<file path="config.mk">
export PLATFORM = sky130hd
export DESIGN_NAME = saa_ram
export DESIGN_NICKNAME = d
export VERILOG_FILES = /design/src/hdl/saa_ram.sv
export SDC_FILE = /design/constraint.sdc
export NUM_CORES = 2
export LEC_CHECK = 0
export BUFFER_PORTS_ARGS = -buffer_cell sky130_fd_sc_hd__buf_2
export CORE_ASPECT_RATIO = 2
export CORE_MARGIN = 4
export CORE_UTILIZATION = 61
export DETAILED_ROUTE_END_ITERATION = 10
export PLACE_DENSITY = 0.74
export SYNTH_ARGS = -nofsm -noshare
export SYNTH_HDL_FRONTEND = slang
export SYNTH_SLANG_ARGS = --single-unit
export TNS_END_PERCENT = 100
</file>
<file path="constraint.sdc">
create_clock -name clk -period 2.79 [get_ports clk]
set_input_delay 0.279 -clock clk [delete_from_list [all_inputs] [get_ports clk]]
set_output_delay 0.279 -clock clk [all_outputs]
set_load 0.01 [all_outputs]
</file>
<file path="src/hdl/saa_ram.sv">
// Generic single-port-write, single-port-read RAM with a registered read.
module saa_ram #(
  parameter int WIDTH = 8,
  parameter int DEPTH = 256
) (
  input  logic                     clk,
  input  logic                     we,
  input  logic [$clog2(DEPTH)-1:0] waddr,
  input  logic [WIDTH-1:0]         wdata,
  input  logic [$clog2(DEPTH)-1:0] raddr,
  output logic [WIDTH-1:0]         rdata
);

  logic [WIDTH-1:0] mem [DEPTH];
  logic [WIDTH-1:0] rdata_r;

  always_ff @(posedge clk) begin
    if (we) begin
      mem[waddr] <= wdata;
    end
    rdata_r <= mem[raddr];
  end

  assign rdata = rdata_r;

endmodule

</file>
==> run metrics <==
max incr delay on CP=between 0.5 and 0.6 ns; Worst Path Max Fanout=2; setup violators final=0; final worst path period need=2.66 ns; Reg power frac=55.7%; die area=0.137 sq mm; area of the multi-input gates=between 0.015 and 0.02 sq mm; Final HPWL DP=~140 mm; Area growth syn-to-layout=14.7%; Hold Crit Depth=1; Synth Register Bits=2056; Post-Synthesis Cells=3733; switching share of power=21.3%; GP Congestion=0.909; reg2reg end=rdata[5]$_DFF_P_; CP Capture Type=register; Yosys cell types=between 50 and 60; HP Start=wdata[1]; Starting Density=61.4%; Max Root-Sink Buffers=3; Cell Count, Final, Fillers Out=6123; dpl cells=5812; Setup Skew=0.0163 ns; crit path DAT=3.31 ns; gr ovfl total=0; WL/cell=34.0 um; required time worst endpoint=3.45 ns; Row Count=187; DRC viols=0; core area=0.130 sq mm; measured slew at the worst slew-check pin=1.07 ns; layout cell share with drive strength beyond 1=30.1%; Synth area leader=edfxtp_1; cell internal pwr=0.0482 W; PD cells=671 mW/mm^2; slew margin rel.=approximately 29%; count leader, synth=edfxtp_1; fillers=7608; post-synthesis sequential area ratio=77.5%; TritonRoute pass-1 iters=6; P_leak=~30 nW; ys flop type=edfxtp_1; mapped cell area=0.0796 sq mm; Final Slew Violations=0; Reg2Reg Setup Slack=0.13 ns; Net Sw Power=0.0130 W; CTS tree=yes; Hold Crit Class=input port to register; unrepaired setup endpoints after global routing=false; Sequential Area=0.0617 sq mm; GRT Overall Usage=between 30 and 40%; r2r startpoint=mem[211][5]$_DFFE_PP_; Synth Area per Inst=21.3 sq um; period utilisation layout=a little over nine tenths; Port Buffer Count=33; f_max=around 380 MHz; critical path class=register to register; Clock Sinks=2056; Hold Fails Final Rpt=0; largest net degree at the start of global routing=87; reg2reg path depth=6; top cells by count, synth=2048 x edfxtp_1, 454 x mux4_2, 282 x nor2_1; Final nets=4303; Synth warnings=0; CP cell instances=mux4_2 > a22o_1 > a221oi_1 > o32ai_1 > nor3_2 > nor4_1; Root Buffer=clkbuf_16; I/O Pins=34; Synth area leaders=edfxtp_1 77%, mux4_2 13%, mux2i_1 1.7%, nor2_1 1.3%, a22oi_1 1.3%; max_cap viols=0; Via density=6.77; wirelength, routed=208 mm; initial antenna violation count=15; Routed Antenna Nets=0; Post-Syn Nets=3759; DR vias=41500; VDD IR-drop max=roughly 0.75 mV; hold-critical path endpoint=mem[60][1]$_DFFE_PP_; Initial DRC Count=5190; post-synthesis async set-or-reset flop share=0%; Yosys top cell area share=a little under 80%; startpoint types=register; CTS Buf Count=163; H-tree levels=4; slowest library cell on the worst path=a221oi_1; part of the power in combinational logic=~5.7%; first-pass GRT wire length=~300 mm; clock power share=38.6%; Die Span Y=519 um; status=complete, no violations; Min Hold Slack=0.0181 ns; clk slew on worst S/H paths=0.07 ns; Post-synth EDFFs=2048; die width=263 um; vias in the first global route=42800; clock latency at the later pin of the worst-skew pair=0.80 ns
power groups by stage:
| stage | Clock [W] | Sequential [W] | Combinational [W] |
|---|---|---|---|
| global placement | 0 | 0.0348 | 0.00339 |
| floorplan | 0 | 0.0347 | 0.00165 |
| global route | 0.0252 | 0.0341 | 0.00364 |
| CTS | 0.0238 | 0.0341 | 0.00349 |
| finish | 0.0237 | 0.0341 | 0.00349 |
| detailed placement | 0 | 0.0348 | 0.00346 |
registers in the layout (all words and copies together) (netlist names):
register and flops:
rdata 8, mem 2048
placed cells by master, fill, tap and decap left out, drive strengths merged, types with 28 or more instances in the layout:
master / netlist / routed
buf: 122 / 603
nand2: 33 / 33
nor2: 282 / 282
mux4: 456 / 456
o221ai: 47 / 47
a22oi: 133 / 133
clkinv: 1 / 69
o22ai: 28 / 28
mux2i: 134 / 134
a21oi: 96 / 96
edfxtp: 2048 / 2048
nand3: 34 / 34
clkbuf: 111 / 207
nor2b: 31 / 31
critical path, delay by kind of cell, from the launching register on:
kind             cells  cell delay, ns
AO/OA/AOI/OAI        3            1.06
AND/OR/NAND/NOR      2            0.61
multiplexers         1            0.50
flip-flops           1            0.37
logic make-up after synthesis:
| group | Yosys count | synth area share, % |
|---|---|---|
| AOI/OAI and AO/OA | 385 | 3.42 |
| buffers and inverters | 235 | 1.83 |
| DFF | 2056 | 77.5 |
| muxes | 591 | 14.6 |
| and+or+nand+nor | 466 | 2.63 |
per-layer routing:
metal / part of all wire, % / vias to the layer above / track usage (%)
met5: 0.042 / - / 0
met4: 8.1 / 14 / 19.3
met3: 7.9 / 636 / 5.15
met2: 53 / 2454 / 53.6
met1: 31 / 21600 / 35.8
li1: - / 16700 / -
per-stage QoR:
step / instance area, sq um / utilization (%) / setup TNS, ns / worst slack, ns / total power, W
floorplan: 79600 / - / 0 / 0.573 / 0.0364
global placement: 85800 / 66.2 / -3.34 / -0.769 / 0.0382
detailed placement: 85800 / 66.2 / -3.64 / -0.887 / 0.0382
CTS: 91300 / 70.4 / 0 / 0.00848 / 0.0614
global route: 91300 / 70.4 / 0 / 0.0553 / 0.0629
finish: 91300 / 70.4 / 0 / 0.134 / 0.0613
worst max-delay path by stage:
| stage | slack, ns | end | startpoint |
|---|---|---|---|
| 2_1_floorplan | 0.57 | rdata[2]$_DFF_P_ | raddr[0] |
| 3_3_place_gp | -0.77 | rdata[5]$_DFF_P_ | raddr[0] |
| 3_5_place_dp | -0.89 | rdata[3]$_DFF_P_ | raddr[0] |
| 4_1_cts | 0.008 | rdata[3]$_DFF_P_ | mem[211][3]$_DFFE_PP_ |
| 5_1_grt | 0.06 | rdata[2]$_DFF_P_ | raddr[0] |
| 6_report | 0.13 | rdata[5]$_DFF_P_ | mem[211][5]$_DFFE_PP_ |
layout make-up:
class	count	share of cell area, %
antenna	10	0.0274
clock buffer	199	4.70
clock inverter	101	1.27
inverter	2	0.00822
multi-input combinational	1442	18.1
sequential	2056	67.5
tap	1701	2.33
timing repair buffer	612	6.04
repair_timing:
item                       CTS  global route
resized for setup            3             1
pin swaps                    0             0
hold endpoints to repair    11             0
hold buffers                 1             0
setup buffers                0             0
cloned                       0             0
setup endpoints to repair    3             1
Note: power is estimated with default switching activity, not from simulation.
